<file path="src/design/pol_pkg.sv">
// Shared types and constants for the positional ordered list.
`timescale 1ns / 1ps

package pol_pkg;

   // Fixed widths of the channel fields.
   localparam int REQ_TYPE_BITS = 3;
   localparam int POS_BITS      = 5;
   localparam int DATA_BITS     = 32;
   localparam int STATUS_BITS   = 2;

   typedef enum logic [REQ_TYPE_BITS-1:0] {
      REQ_INS_FRONT = 3'd0,
      REQ_INS_BACK  = 3'd1,
      REQ_INS_POS   = 3'd2,
      REQ_DEL_FRONT = 3'd3,
      REQ_DEL_BACK  = 3'd4,
      REQ_DEL_POS   = 3'd5,
      REQ_READ_FWD  = 3'd6,
      REQ_READ_BWD  = 3'd7
   } req_code_type;

   typedef enum logic [STATUS_BITS-1:0] {
      STATUS_OK    = 2'd0,
      STATUS_EMPTY = 2'd1,
      STATUS_FULL  = 2'd2
   } status_type;

   typedef enum logic [1:0] {
      CELL_HOLD   = 2'd0,
      CELL_INSERT = 2'd1,
      CELL_REMOVE = 2'd2
   } cell_op_type;

   typedef enum logic {
      ST_IDLE = 1'b0,
      ST_READ = 1'b1
   } state_type;

endpackage

</file>
<file path="src/design/pol_if.sv">
// Request and response channel interfaces of the positional ordered list.
`timescale 1ns / 1ps

interface pol_req_if import pol_pkg::*; ();
   logic                        valid;
   logic                        ready;
   logic [REQ_TYPE_BITS-1:0]    req_type;
   logic [POS_BITS-1:0]         position;
   logic signed [DATA_BITS-1:0] item_value;

   modport source (output valid, output req_type, output position, output item_value,
                   input ready);
   modport sink   (input valid, input req_type, input position, input item_value,
                   output ready);
endinterface

interface pol_rsp_if import pol_pkg::*; ();
   logic                        valid;
   logic                        ready;
   logic [STATUS_BITS-1:0]      status;
   logic signed [DATA_BITS-1:0] result_value;
   logic [POS_BITS-1:0]         result_position;
   logic [POS_BITS-1:0]         element_count;
   logic                        last_of_run;

   modport source (output valid, output status, output result_value,
                   output result_position, output element_count, output last_of_run,
                   input ready);
   modport sink   (input valid, input status, input result_value,
                   input result_position, input element_count, input last_of_run,
                   output ready);
endinterface

</file>
<file path="src/design/pol_cell.sv">
// One storage cell of the list chain: holds one element and shifts with its neighbors.
`timescale 1ns / 1ps

module pol_cell import pol_pkg::*; #(
   parameter int VALUE_BITS = 32,
   parameter int IDX_BITS   = 4,
   parameter int CELL_INDEX = 0
) (
   input  logic                         clock,
   input  cell_op_type                  cell_op,
   input  logic [IDX_BITS-1:0]          target_idx,
   input  logic [IDX_BITS-1:0]          tap_idx,
   input  logic signed [VALUE_BITS-1:0] insert_value,
   input  logic signed [VALUE_BITS-1:0] left_value,
   input  logic signed [VALUE_BITS-1:0] right_value,
   output logic signed [VALUE_BITS-1:0] value_out,
   output logic signed [VALUE_BITS-1:0] tap_out
);

   localparam logic [IDX_BITS-1:0] MY_INDEX = IDX_BITS'(CELL_INDEX);

   logic signed [VALUE_BITS-1:0] value_ff;
   logic signed [VALUE_BITS-1:0] value_in;

   // Cells behind the insert point take their left neighbor; cells at or
   // behind the removal point take their right neighbor.
   always_comb begin
      value_in = value_ff;
      unique case (cell_op)
         CELL_HOLD: begin
            value_in = value_ff;
         end
         CELL_INSERT: begin
            if (MY_INDEX > target_idx) begin
               value_in = left_value;
            end else if (MY_INDEX == target_idx) begin
               value_in = insert_value;
            end
         end
         CELL_REMOVE: begin
            if (MY_INDEX >= target_idx) begin
               value_in = right_value;
            end
         end
         default: begin
            value_in = value_ff;
         end
      endcase
   end

   always_ff @(posedge clock) begin
      value_ff <= value_in;
   end

   assign value_out = value_ff;
   assign tap_out   = (tap_idx == MY_INDEX) ? value_ff : '0;

endmodule

</file>
<file path="src/design/positional_ordered_list.sv">
// Top level of the positional ordered list: control sequencer over a chain of cells.
`timescale 1ns / 1ps
//
// The block keeps up to LIST_DEPTH signed values in order, at positions 1 to count.
// Requests arrive on the req_if channel and results leave on the rsp_if channel; both
// use valid/ready, and an item moves at a clock edge where both are high.
// Inserts (front, back, at a position) and deletes (front, back, at a position) shift
// the cell chain at the edge that accepts the item, and the single result item sits
// in the output register from the next cycle on.
// A forward or backward read loads the read cursor in the accepting cycle, then emits
// one element per cycle while the receiver keeps up, the final one marked by last_of_run.
// The cursor walk, one element per cycle unless the receiver stalls, sets the read rate.
// Deletes and reads on an empty list, and a positional insert on an empty list, give one
// result with the empty status. Inserts into a full list give the full status and leave
// the list unchanged.
// A new request is taken when the sequencer is idle and the output register is empty or
// being emptied in the same cycle. When the receiver stalls, the output register holds
// its item and a read pauses on its current element.
// Reset empties the list and the output register and holds off new requests; the cell
// contents are not cleared and are never read before they are written.

module positional_ordered_list import pol_pkg::*; #(
   parameter int LIST_DEPTH = 16,
   parameter int VALUE_BITS = 32
) (
   input  logic clock,
   input  logic reset,
   pol_req_if.sink   req_if,
   pol_rsp_if.source rsp_if
);

   localparam int IW = $clog2(LIST_DEPTH);
   localparam int CW = $clog2(LIST_DEPTH + 1);
   localparam int MW = (CW > POS_BITS) ? CW : POS_BITS;

   // Sequencer and list bookkeeping.
   state_type       state_ff, state_in;
   logic [CW-1:0]   count_ff, count_in;
   logic [IW-1:0]   cursor_ff, cursor_in;
   logic            backward_ff, backward_in;

   // Output register.
   logic                        rsp_valid_ff, rsp_valid_in;
   status_type                  status_ff, status_in;
   logic signed [DATA_BITS-1:0] value_ff, value_in;
   logic [POS_BITS-1:0]         rpos_ff, rpos_in;
   logic [POS_BITS-1:0]         rcnt_ff, rcnt_in;
   logic                        last_ff, last_in;

   // Cell chain controls and data.
   cell_op_type                  cell_op;
   logic [IW-1:0]                target_idx;
   logic [IW-1:0]                tap_idx;
   logic signed [VALUE_BITS-1:0] insert_value;
   logic signed [VALUE_BITS-1:0] chain [LIST_DEPTH];
   logic signed [VALUE_BITS-1:0] taps  [LIST_DEPTH];
   logic signed [VALUE_BITS-1:0] tap_value;
   logic signed [DATA_BITS-1:0]  tap_word;

   req_code_type  req_code;
   logic [MW-1:0] pos_req, count_wide, ins_pos, del_pos;
   logic          slot_free, accept, list_empty, list_full;
   logic          is_insert, is_delete, refused, read_last;

   assign req_code     = req_code_type'(req_if.req_type);
   assign slot_free    = !rsp_valid_ff || rsp_if.ready;
   assign req_if.ready = !reset && (state_ff == ST_IDLE) && slot_free;
   assign accept       = req_if.valid && req_if.ready;

   assign list_empty = (count_ff == '0);
   assign list_full  = (count_ff == CW'(LIST_DEPTH));
   assign is_insert  = (req_code == REQ_INS_FRONT) || (req_code == REQ_INS_BACK) ||
                       (req_code == REQ_INS_POS);
   assign is_delete  = (req_code == REQ_DEL_FRONT) || (req_code == REQ_DEL_BACK) ||
                       (req_code == REQ_DEL_POS);
   // A positional insert counts as an operation that needs a non-empty list.
   assign refused    = (list_empty && (req_code != REQ_INS_FRONT) &&
                        (req_code != REQ_INS_BACK)) || (list_full && is_insert);

   // Position zero means the front; positions past the end are clamped.
   assign pos_req    = (req_if.position == '0) ? MW'(1) : MW'(req_if.position);
   assign count_wide = MW'(count_ff);
   assign ins_pos    = (pos_req > count_wide + MW'(1)) ? count_wide + MW'(1) : pos_req;
   assign del_pos    = (pos_req > count_wide) ? count_wide : pos_req;

   assign insert_value = VALUE_BITS'(req_if.item_value);

   // Chain operation and the cell it is aimed at.
   always_comb begin
      target_idx = '0;
      case (req_code)
         REQ_INS_BACK: target_idx = IW'(count_ff);
         REQ_INS_POS:  target_idx = IW'(ins_pos - MW'(1));
         REQ_DEL_BACK: target_idx = IW'(count_ff - CW'(1));
         REQ_DEL_POS:  target_idx = IW'(del_pos - MW'(1));
         default:      target_idx = '0;
      endcase

      cell_op = CELL_HOLD;
      if (accept && !refused) begin
         if (is_insert) begin
            cell_op = CELL_INSERT;
         end else if (is_delete) begin
            cell_op = CELL_REMOVE;
         end
      end

      tap_idx = (state_ff == ST_READ) ? cursor_ff : target_idx;
   end

   // The row of cells. The ends tie their missing neighbor to themselves.
   for (genvar i = 0; i < LIST_DEPTH; i++) begin : g_cell
      logic signed [VALUE_BITS-1:0] left_value;
      logic signed [VALUE_BITS-1:0] right_value;

      if (i == 0) begin : g_first
         assign left_value = chain[i];
      end else begin : g_inner_left
         assign left_value = chain[i-1];
      end

      if (i == LIST_DEPTH - 1) begin : g_last
         assign right_value = chain[i];
      end else begin : g_inner_right
         assign right_value = chain[i+1];
      end

      pol_cell #(
         .VALUE_BITS (VALUE_BITS),
         .IDX_BITS   (IW),
         .CELL_INDEX (i)
      ) u_cell (
         .clock        (clock),
         .cell_op      (cell_op),
         .target_idx   (target_idx),
         .tap_idx      (tap_idx),
         .insert_value (insert_value),
         .left_value   (left_value),
         .right_value  (right_value),
         .value_out    (chain[i]),
         .tap_out      (taps[i])
      );
   end

   // Only the addressed cell drives its tap, so an OR gathers the selected element.
   always_comb begin
      tap_value = '0;
      for (int i = 0; i < LIST_DEPTH; i++) begin
         tap_value = tap_value | taps[i];
      end
   end

   assign tap_word = DATA_BITS'(tap_value);

   assign read_last = backward_ff ? (cursor_ff == '0)
                                  : (CW'(cursor_ff) == count_ff - CW'(1));

   // Sequencer, list count and output register.
   always_comb begin
      state_in     = state_ff;
      count_in     = count_ff;
      cursor_in    = cursor_ff;
      backward_in  = backward_ff;
      rsp_valid_in = rsp_valid_ff && !rsp_if.ready;
      status_in    = status_ff;
      value_in     = value_ff;
      rpos_in      = rpos_ff;
      rcnt_in      = rcnt_ff;
      last_in      = last_ff;

      unique case (state_ff)
         ST_IDLE: begin
            if (accept) begin
               status_in = STATUS_OK;
               value_in  = '0;
               rpos_in   = '0;
               last_in   = 1'b1;
               if (refused) begin
                  rsp_valid_in = 1'b1;
                  status_in    = (list_empty && !is_insert) ||
                                 (list_empty && req_code == REQ_INS_POS) ?
                                 STATUS_EMPTY : STATUS_FULL;
               end else begin
                  case (req_code)
                     REQ_INS_FRONT: begin
                        rsp_valid_in = 1'b1;
                        count_in     = count_ff + CW'(1);
                        rpos_in      = POS_BITS'(1);
                     end
                     REQ_INS_BACK: begin
                        rsp_valid_in = 1'b1;
                        count_in     = count_ff + CW'(1);
                        rpos_in      = POS_BITS'(count_ff + CW'(1));
                     end
                     REQ_INS_POS: begin
                        rsp_valid_in = 1'b1;
                        count_in     = count_ff + CW'(1);
                        rpos_in      = POS_BITS'(ins_pos);
                     end
                     REQ_DEL_FRONT: begin
                        rsp_valid_in = 1'b1;
                        count_in     = count_ff - CW'(1);
                        value_in     = tap_word;
                        rpos_in      = POS_BITS'(1);
                     end
                     REQ_DEL_BACK: begin
                        rsp_valid_in = 1'b1;
                        count_in     = count_ff - CW'(1);
                        value_in     = tap_word;
                        rpos_in      = POS_BITS'(count_ff);
                     end
                     REQ_DEL_POS: begin
                        rsp_valid_in = 1'b1;
                        count_in     = count_ff - CW'(1);
                        value_in     = tap_word;
                        rpos_in      = POS_BITS'(del_pos);
                     end
                     REQ_READ_FWD: begin
                        state_in    = ST_READ;
                        cursor_in   = '0;
                        backward_in = 1'b0;
                     end
                     REQ_READ_BWD: begin
                        state_in    = ST_READ;
                        cursor_in   = IW'(count_ff - CW'(1));
                        backward_in = 1'b1;
                     end
                     default: begin
                        state_in = ST_IDLE;
                     end
                  endcase
               end
               rcnt_in = POS_BITS'(count_in);
            end
         end
         ST_READ: begin
            if (slot_free) begin
               rsp_valid_in = 1'b1;
               status_in    = STATUS_OK;
               value_in     = tap_word;
               rpos_in      = POS_BITS'(CW'(cursor_ff) + CW'(1));
               rcnt_in      = POS_BITS'(count_ff);
               last_in      = read_last;
               if (read_last) begin
                  state_in  = ST_IDLE;
                  cursor_in = '0;
               end else if (backward_ff) begin
                  cursor_in = cursor_ff - IW'(1);
               end else begin
                  cursor_in = cursor_ff + IW'(1);
               end
            end
         end
         default: begin
            state_in = ST_IDLE;
         end
      endcase
   end

   always_ff @(posedge clock) begin
      if (reset) begin
         state_ff     <= ST_IDLE;
         count_ff     <= '0;
         cursor_ff    <= '0;
         backward_ff  <= 1'b0;
         rsp_valid_ff <= 1'b0;
      end else begin
         state_ff     <= state_in;
         count_ff     <= count_in;
         cursor_ff    <= cursor_in;
         backward_ff  <= backward_in;
         rsp_valid_ff <= rsp_valid_in;
      end
   end

   always_ff @(posedge clock) begin
      status_ff <= status_in;
      value_ff  <= value_in;
      rpos_ff   <= rpos_in;
      rcnt_ff   <= rcnt_in;
      last_ff   <= last_in;
   end

   assign rsp_if.valid           = rsp_valid_ff;
   assign rsp_if.status          = status_ff;
   assign rsp_if.result_value    = value_ff;
   assign rsp_if.result_position = rpos_ff;
   assign rsp_if.element_count   = rcnt_ff;
   assign rsp_if.last_of_run     = last_ff;

   // The list never holds more elements than there are cells.
   a_count_bound: assert property (@(posedge clock) disable iff (reset)
      count_ff <= CW'(LIST_DEPTH))
      else $error("element count exceeds the list depth");

   // While a read is running the cursor stays on a stored element.
   a_cursor_in_list: assert property (@(posedge clock) disable iff (reset)
      (state_ff == ST_READ) |-> (CW'(cursor_ff) < count_ff))
      else $error("read cursor outside the stored elements");

   // A pending item that is not the last of its run belongs to a running read.
   a_run_continues: assert property (@(posedge clock) disable iff (reset)
      (rsp_valid_ff && !last_ff) |-> (state_ff == ST_READ))
      else $error("unfinished run without a read in progress");

   // A successful insert grows the list by exactly one.
   a_insert_grows: assert property (@(posedge clock) disable iff (reset)
      (cell_op == CELL_INSERT) |=> (count_ff == $past(count_ff) + CW'(1)))
      else $error("insert did not grow the list by one");

   // A read never changes the list size.
   a_read_keeps_count: assert property (@(posedge clock) disable iff (reset)
      (state_ff == ST_READ) |=> (count_ff == $past(count_ff)))
      else $error("element count changed during a read");

endmodule

</file>
<file path="src/flat_wrapper.sv">
// flat-port wrapper written by rule: the top's interface ports become plain ports
module positional_ordered_list_flat import pol_pkg::*;
#(
   parameter int LIST_DEPTH = 16,
   parameter int VALUE_BITS = 32
)
  (clock, reset, req_if_valid, req_if_req_type, req_if_position, req_if_item_value, req_if_ready, rsp_if_valid, rsp_if_status, rsp_if_result_value, rsp_if_result_position, rsp_if_element_count, rsp_if_last_of_run, rsp_if_ready);
  pol_req_if req_if_i ();
  pol_rsp_if rsp_if_i ();
  input  logic clock;
  input  logic reset;
  input wire logic [$bits(req_if_i.valid)-1:0] req_if_valid;
  input wire logic [$bits(req_if_i.req_type)-1:0] req_if_req_type;
  input wire logic [$bits(req_if_i.position)-1:0] req_if_position;
  input wire logic [$bits(req_if_i.item_value)-1:0] req_if_item_value;
  output wire logic [$bits(req_if_i.ready)-1:0] req_if_ready;
  output wire logic [$bits(rsp_if_i.valid)-1:0] rsp_if_valid;
  output wire logic [$bits(rsp_if_i.status)-1:0] rsp_if_status;
  output wire logic [$bits(rsp_if_i.result_value)-1:0] rsp_if_result_value;
  output wire logic [$bits(rsp_if_i.result_position)-1:0] rsp_if_result_position;
  output wire logic [$bits(rsp_if_i.element_count)-1:0] rsp_if_element_count;
  output wire logic [$bits(rsp_if_i.last_of_run)-1:0] rsp_if_last_of_run;
  input wire logic [$bits(rsp_if_i.ready)-1:0] rsp_if_ready;
  assign req_if_i.valid = req_if_valid;
  assign req_if_i.req_type = req_if_req_type;
  assign req_if_i.position = req_if_position;
  assign req_if_i.item_value = req_if_item_value;
  assign req_if_ready = req_if_i.ready;
  assign rsp_if_valid = rsp_if_i.valid;
  assign rsp_if_status = rsp_if_i.status;
  assign rsp_if_result_value = rsp_if_i.result_value;
  assign rsp_if_result_position = rsp_if_i.result_position;
  assign rsp_if_element_count = rsp_if_i.element_count;
  assign rsp_if_last_of_run = rsp_if_i.last_of_run;
  assign rsp_if_i.ready = rsp_if_ready;
  positional_ordered_list #(.LIST_DEPTH(LIST_DEPTH), .VALUE_BITS(VALUE_BITS)) u_core (.clock(clock), .reset(reset), .req_if(req_if_i), .rsp_if(rsp_if_i));
endmodule
</file>
<file path="config.mk">
export PLATFORM = sky130hd
export DESIGN_NAME = positional_ordered_list_flat
export DESIGN_NICKNAME = d
export VERILOG_FILES = /design/src/design/pol_pkg.sv /design/src/design/pol_if.sv /design/src/design/pol_cell.sv /design/src/design/positional_ordered_list.sv /design/src/flat_wrapper.sv
export SDC_FILE = /design/constraint.sdc
export NUM_CORES = 2
export LEC_CHECK = 0
export ABC_CLOCK_PERIOD_IN_PS = 9500
export BUFFER_PORTS_ARGS = -buffer_cell sky130_fd_sc_hd__buf_2
export CAP_MARGIN = 20
export CORE_MARGIN = 4
export CORE_UTILIZATION = 55
export CTS_CLUSTER_SIZE = 30
export DETAILED_ROUTE_END_ITERATION = 7
export PLACE_DENSITY = 0.68
export SETUP_SLACK_MARGIN = 0.2
export SKIP_LAST_GASP = 1
export SYNTH_ARGS = -nofsm -noshare
export SYNTH_HDL_FRONTEND = slang
export SYNTH_SLANG_ARGS = --single-unit
</file>
<file path="constraint.sdc">
create_clock -name clock -period 9.5 [get_ports clock]
set_input_delay 0.95 -clock clock [delete_from_list [all_inputs] [get_ports clock]]
set_output_delay 0.95 -clock clock [all_outputs]
set_load 0.02 [all_outputs]
</file>
## After elaboration in Yosys (flattened, before gate mapping)

Index checks and enable logic that the tools add are counted.

| word-level totals | value |
|---|---|
| word-level logic and storage cells | 346 |
| bits of input ports | 44 |
| output and inout port bits | 47 |
| bits in registers | 569 |

| cells by class | value |
|---|---|
| muxes and demuxes | 129 |
| eq/ne operators | 77 |
| reductions and logical operators | 57 |
| add/subtract/negate cells | 7 |
| bitwise gates (word level) | 17 |
| magnitude comparators | 33 |

Operator list:

| kind | count |
|---|---|
| two-way mux 32 bit | 67 |
| case mux 32 bit (2 select lines) | 16 |
| bitwise OR 32 bit | 15 |
| two-way mux 5 bit | 9 |
| inequality test 3 bit, second input constant | 15 |
| AND reduction 3 bit | 14 |
| inequality test 2 bit, second input constant | 19 |
| equality test 4 bit, first input constant | 8 |
| equality test 4 bit, second input constant | 8 |
| > comparator 4 bit, first input constant | 8 |
| case mux 5 bit (2 select lines) | 3 |
| >= comparator 4 bit, first input constant | 7 |
| case mux 5 bit (5 select lines) | 1 |
| two-way mux 4 bit | 6 |
| equality test 3 x 4 -> 1 bit, first input constant | 4 |
| equality test 4 x 3 -> 1 bit, second input constant | 4 |
| >= comparator 3 x 4 -> 1 bit, first input constant | 4 |
| > comparator 3 x 4 -> 1 bit, first input constant | 4 |
| case mux 4 bit (2 select lines) | 2 |
| case mux 4 bit (4 select lines) | 1 |
| two-way mux 2 bit | 7 |
| equality test 3 bit, second input constant | 4 |
| logical NOT 4 bit | 3 |
| two-way mux 1 bit | 12 |
| other kinds (37) | 79 |

## Logic depth before layout (Yosys ltp)

| depth | value |
|---|---|
| word-level depth | 28 |
| gate-level depth with buffers | 24 |
| gate-level depth less buffers | 21 |

## Hierarchy

Synthesis repeated with hierarchy kept, for this count alone.

| second synthesis, totals | value |
|---|---|
| cell total of the unflattened synthesis | 3499 |
| area total of the unflattened synthesis | 36383.6 µm² |

Modules (own cells, without submodules):

| module | instances | seq. area each (µm²) | area an instance (µm²) | cells each |
|---|---|---|---|---|
| positional_ordered_list | 1 | 1591.5 | 4445.5 | 487 |
| pol_cell at u_core.g_cell[10].u_cell ... | 2 | 960.9 | 1880.6 | 215 |
| pol_cell at u_core.g_cell[12].u_cell | 1 | 960.9 | 2610.0 | 225 |
| pol_cell at u_core.g_cell[2].u_cell | 1 | 960.9 | 2379.8 | 230 |
| pol_cell at u_core.g_cell[8].u_cell | 1 | 960.9 | 2248.4 | 144 |
| pol_cell at u_core.g_cell[4].u_cell | 1 | 960.9 | 2242.2 | 224 |
| pol_cell at u_core.g_cell[6].u_cell | 1 | 960.9 | 1916.8 | 214 |
| pol_cell at u_core.g_cell[13].u_cell | 1 | 960.9 | 1899.3 | 178 |
| pol_cell at u_core.g_cell[7].u_cell | 1 | 960.9 | 1895.6 | 214 |
| pol_cell at u_core.g_cell[14].u_cell | 1 | 960.9 | 1894.3 | 215 |
| pol_cell at u_core.g_cell[3].u_cell | 1 | 960.9 | 1893.1 | 179 |
| pol_cell at u_core.g_cell[15].u_cell | 1 | 960.9 | 1886.8 | 178 |
| pol_cell at u_core.g_cell[1].u_cell | 1 | 960.9 | 1884.3 | 178 |
| pol_cell at u_core.g_cell[11].u_cell | 1 | 960.9 | 1829.3 | 148 |
| 2 more rows | - | - | - | - |

## Worst setup path after synthesis

OpenSTA, ideal clock, no wires.

| timing | value |
|---|---|
| kind | input to register |
| start point | input req_if_position[2] |
| end point | register u_core.g_cell[0].u_cell.value_ff[0], enable pin |
| data required time | 8.999 ns |
| slack | 1.613 ns |
| setup time | 0.501 ns |
| stages on the path | 18 |
| arrival | 7.386 ns |
| buffers on the path | 3 |
| path through | clkbuf_1 -> nor4_1 -> or2_2 -> inv_1 -> ha_1 -> inv_1 -> maj3_1 -> a211o_1 -> nand3_1 -> a211oi_1 -> o21bai_1 -> ha_1 -> or3_1 -> a31oi_1 -> o311ai_1 -> buf_2 -> buf_2 -> nor4_1 |

| between the ends | value |
|---|---|
| word-level cells in the longest chain between the ends | 9 |
| elaborated cells on any way between the ends | 16 |
| classes of those cells | add/sub: 2; order compare: 4; eq/ne: 3; mux: 4; reduce/logical: 3 |

Ends and longest elaborated chain:

| item | RTL line | RTL |
|---|---|---|
| start: declaration | flat_wrapper.sv:14 | `input wire logic [$bits(req_if_i.position)-1:0] req_if_position;` |
| logical NOT 5 bit | positional_ordered_list.sv:81 | `assign pos_req = (req_if.position == '0) ? MW'(1) : MW'(req_if.position);` |
| two-way mux 5 bit * | positional_ordered_list.sv:81 |  |
| > comparator 5 bit (on tied branches) | positional_ordered_list.sv:84, positional_ordered_list.sv:83 |  |
| two-way mux 5 bit (on tied branches) | positional_ordered_list.sv:84, positional_ordered_list.sv:83 |  |
| subtractor 4 x 1 -> 4 bit (on tied branches) | positional_ordered_list.sv:95, positional_ordered_list.sv:93 |  |
| case mux 4 bit (4 select lines) * | positional_ordered_list.sv:91 | `case (req_code)` |
| >= comparator 1 x 4 -> 1 bit (tied with other cells) | pol_cell.sv:41 | `if (MY_INDEX >= target_idx) begin` |
| inequality test 2 bit (no line) | - |  |
| AND reduction 4 bit (no line) * | - |  |
| end signal: assignment | pol_cell.sv:52 | `value_ff <= value_in;` |
| end: declaration | pol_cell.sv:22 | `logic signed [VALUE_BITS-1:0] value_ff;` |

Every way passes the cells marked *; elsewhere a longest branch is shown, timed or not.
A chain may end at the register's enable or synchronous reset.

## Worst setup path in the final report

| timing | value |
|---|---|
| start point | register u_core.count_ff[0] |
| end point | register u_core.value_ff[8], in the netlist u_core.rsp_if.result_value[8], data pin |

| between the ends | value |
|---|---|
| word-level cells in the longest chain between the ends | 27 |
| elaborated cells on any way between the ends | 68 |
| classes of those cells | add/sub: 4; order compare: 2; eq/ne: 16; mux: 25; bitwise: 15; reduce/logical: 6 |

Ends and longest elaborated chain:

| item | RTL line | RTL |
|---|---|---|
| start: declaration | positional_ordered_list.sv:38 | `logic [CW-1:0] count_ff, count_in;` |
| start signal: assignment | positional_ordered_list.sv:269 | `count_ff <= count_in;` |
| adder 5 x 1 -> 5 bit | positional_ordered_list.sv:83 | `assign ins_pos = (pos_req > count_wide + MW'(1)) ? count_wide + MW'(1) : pos_req;` |
| > comparator 5 bit | positional_ordered_list.sv:83 |  |
| two-way mux 5 bit | positional_ordered_list.sv:83 |  |
| subtractor 4 x 1 -> 4 bit | positional_ordered_list.sv:93 | `REQ_INS_POS: target_idx = IW'(ins_pos - MW'(1));` |
| case mux 4 bit (4 select lines) | positional_ordered_list.sv:91 |  |
| two-way mux 4 bit | positional_ordered_list.sv:108 | `tap_idx = (state_ff == ST_READ) ? cursor_ff : target_idx;` |
| equality test 4 x 1 -> 1 bit / logical NOT 4 bit (equally long branches) | pol_cell.sv:56 | `assign tap_out = (tap_idx == MY_INDEX) ? value_ff : '0;` |
| two-way mux 32 bit | pol_cell.sv:56 |  |
| bitwise OR 32 bit (15 in a row) | positional_ordered_list.sv:149 | `tap_value = tap_value \| taps[i];` |
| two-way mux 32 bit | positional_ordered_list.sv:184 | `case (req_code)` |
| two-way mux 32 bit | positional_ordered_list.sv:178 | `if (refused) begin` |
| two-way mux 32 bit | positional_ordered_list.sv:173 | `if (accept) begin` |
| case mux 32 bit (2 select lines) * | positional_ordered_list.sv:171 | `unique case (state_ff)` |
| via u_core.value_in[8] | positional_ordered_list.sv:45 | `logic signed [DATA_BITS-1:0] value_ff, value_in;` |
| end signal: assignment | positional_ordered_list.sv:278 | `value_ff <= value_in;` |
| end: declaration | positional_ordered_list.sv:45 |  |

Mark *: on every way through the listed nets, which the timed path passes. The rest lies on a longest branch. The select of a mux whose other input is x is not followed.

==> results.toml <==
[critical_path]
crit_path_cell_trace = "ha_1, nand3_1, xnor2_1, inv_1, ha_1, o21ai_0, a211o_1, a211oi_4, and3b_1, a211oi_2, ha_1, a21oi_1, a21oi_1, o22ai_1, nor2_1, a21o_2, buf_4, and3_2, a22oi_1, and4_1, a311oi_1"
critPathTopFamily = "compound AO/OA/AOI/OAI gates"
crit_path_start_kind = "flip-flop"
critPathMaxStageDelay_ns = 1.10
required_ns = 9.93
slowest_stage = "and3_2"
worst_setup_path_end_kind = "flip-flop"
path_buf_inv = 2
critical_path_class = "flip-flop to flip-flop"
cp_max_fo = 32
cp.arrival_ns = 7.87
crit_top_cell = "ha_1"

[power_and_ir_drop]
irDropWorstVdd_mv = 0.147
p_per_area_nw_per_um2 = 192
leakagePower_uw = 0.0119

[global_routing]
grt_usage_pct = 33.3
grt_pass1_wl_um = 161000
grt_max_degree = 245
grt_pass1_vias = 24931
gr-total-overflow = 0
antenna_found_initial = 8

[cells_and_area]
final_common_cell = "nand2_1"
final_nets = 3144
stdcell_count = 3914
drive_above_1_share_pct = 9.73
final_cell_mix = "nand2_1 (671), edfxtp_1 (557), mux2i_1 (426), o21ai_1 (296), o21ai_0 (170)"
area_growth_pct = 8.25

[synthesis]
synth_ff_type = "edfxtp_1"
async_reset_ff_share_pct = 0
synth_area_per_cell_um2 = 10.3
syn_inst = 3167
ys_warn_count = 0
ys_ff_latch = 569
ys_seq_area_share_pct = 51.9
synth_cell_type_count = 74
syn_area_um2 = 32700
syn_nets = 3224
synth_edf_count = 557

[floorplan]
num_rows = 89
io_pins = 91
start_util_pct = 55.5
die_area_um2 = 63400
die_h_um = 252
die_w_um = 252
coreArea_um2 = 58900

[clocking]
h-tree-depth = 2
clockBufferDepth = 3
cts_setup_buffers = 0
hold_buffers = 0
clock_latency_ns = 0.64
cts_buffers = 60
numClockSinks = 569
cts_tree = "done"
cts_resized = 0
clk_pin_slew_ns = 0.06
root_buffer = "clkbuf_16"

[place]
portBuffers = 90
dp_hpwl_um = 62600
gp_congestion = 0.889
dp.cells = 3797

[status]
outcome = "completed"

[timing]
finClkSkew_ns = 0.0183
period_share_pct = 78.3
period_minus_slack_ns = 7.44
tns_ns = 0
rsz0062_at_grt = "false"
setup_viol = 0
hold_viol = 0
slew_viol_final = 0
tightestPinTransition_ns = 1.20
slew_headroom_pct = 19.7
fmax_mhz = 134

[run]
drv_cap = 0

[detailed_routing]
drt_iter0_drc = 3604
drt_pre_antenna_iters = 6
vias_per_cell = 6.75
wire_per_inst_um = 28.0
wl_um = 109000
dr_total_vias = 26435
drc = 0
postRouteAntennaNets = 0

[min_path]
hold_path.class = "flip-flop to flip-flop"
## per-layer routing
metal	GRT usage, %	vias up	wire (um)
met2	52.0	1643	49400
met3	7.43	338	11900
li1	-	11625	-
met1	45.3	12819	43000
met5	0	-	51
met4	14.4	10	5090
## per-stage QoR
stage / worst slack [ns] / hold WS (ns) / utilization, % / instance area (um^2) / power [uW]
2_1_floorplan: 1.61 / 0.524 / - / 32700 / 4080
6_report: 2.06 / 0.580 / 60.1 / 35400 / 6810
3_3_place_gp: 2.42 / 0.535 / 56.9 / 33500 / 4530
4_1_cts: 2.27 / 0.565 / 60.0 / 35400 / 6770
3_5_place_dp: 2.25 / 0.559 / 57.0 / 33600 / 4570
5_1_grt: 1.65 / 0.597 / 60.1 / 35400 / 7020
## final timing paths
path	start	endpoint	slack (ns)	depth (start not counted)
min	u_core.g_cell[15].u_cell.value_out[4]	u_core.g_cell[14].u_cell.value_out[4]	0.58	2
max reg2reg	u_core.count_ff[0]	u_core.rsp_if.result_value[8]	2.06	21
max	u_core.count_ff[0]	u_core.rsp_if.result_value[8]	2.06	21
min reg2reg	u_core.g_cell[15].u_cell.value_out[4]	u_core.g_cell[14].u_cell.value_out[4]	0.58	2
## area by class of cell
type,instances,area (um^2)
clock buffer,84,1610
clock inverter,27,185
tap,773,967
timing repair buffer,149,993
inverter,49,184
fill,4878,23500
multi-input combinational,2258,14500
sequential,569,17000
antenna,5,12.5
## logic make-up (layout without fill, tap and decap cells)
logic type,Yosys count,in the layout,synth area share (%)
xor+xnor,21,21,0.586
mux,460,460,14.2
simple gates,925,925,12.2
fa+ha+maj,14,14,0.551
compound gates,838,838,16.0
flops,569,569,51.9
buf+inv,340,309,4.60
other cells,0,5,0
## flip-flops by register name, summed over array words and instances, names as in the netlist
signal	flops
u_core.g_cell.u_cell.value_out	512
u_core.rsp_if.result_value	32
u_core.count_ff	5
u_core.rsp_if.element_count	5
u_core.rsp_if.result_position	5
u_core.cursor_ff	4
u_core.rsp_if.status	2
u_core.backward_ff	1
u_core.rsp_if.last_of_run	1
u_core.rsp_if.valid	1
u_core.state_ff	1
## cells in the mapped netlist (13+ instances only)
| master | n | area [um^2] |
|---|---|---|
| edfxtp_1 | 557 | 16700 |
| o211ai_1 | 33 | 248 |
| mux2_1 | 15 | 169 |
| buf_6 | 13 | 146 |
| a22o_1 | 33 | 289 |
| and4_1 | 32 | 280 |
| a311oi_1 | 31 | 272 |
| nand3_1 | 46 | 230 |
| a221oi_1 | 35 | 307 |
| xnor2_1 | 14 | 123 |
| a21oi_1 | 52 | 260 |
| nor2_1 | 80 | 300 |
| inv_1 | 48 | 180 |
| a2111oi_0 | 31 | 272 |
| nand2_1 | 673 | 2530 |
| clkbuf_1 | 209 | 785 |
| nor3_1 | 15 | 75.1 |
| o21ai_0 | 171 | 856 |
| mux2_2 | 19 | 214 |
| o21ai_1 | 296 | 1480 |
| buf_4 | 22 | 165 |
| and3_1 | 36 | 225 |
| buf_2 | 39 | 195 |
| mux2i_1 | 426 | 4260 |
| a22oi_1 | 97 | 728 |
## worst reg2reg max path: stages, from the launching register on
cell and delay (ns):
dfxtp_1 0.65, ha_1 0.40, nand3_1 0.13, xnor2_1 0.40, inv_1 0.09, ha_1 0.33
o21ai_0 0.11, a211o_1 0.30, a211oi_4 0.44, and3b_1 0.24, a211oi_2 0.32, ha_1 0.25
a21oi_1 0.08, a21oi_1 0.24, o22ai_1 0.28, nor2_1 0.29, a21o_2 0.32, buf_4 0.49
and3_2 1.19, a22oi_1 0.17, and4_1 0.25, a311oi_1 0.29
## report_power, final
group / internal (uW) / switching (uW)
clock network: 1230 / 1010
registers: 2970 / 95.9
logic: 500 / 1000
Note: power is estimated with default switching activity, not from simulation.
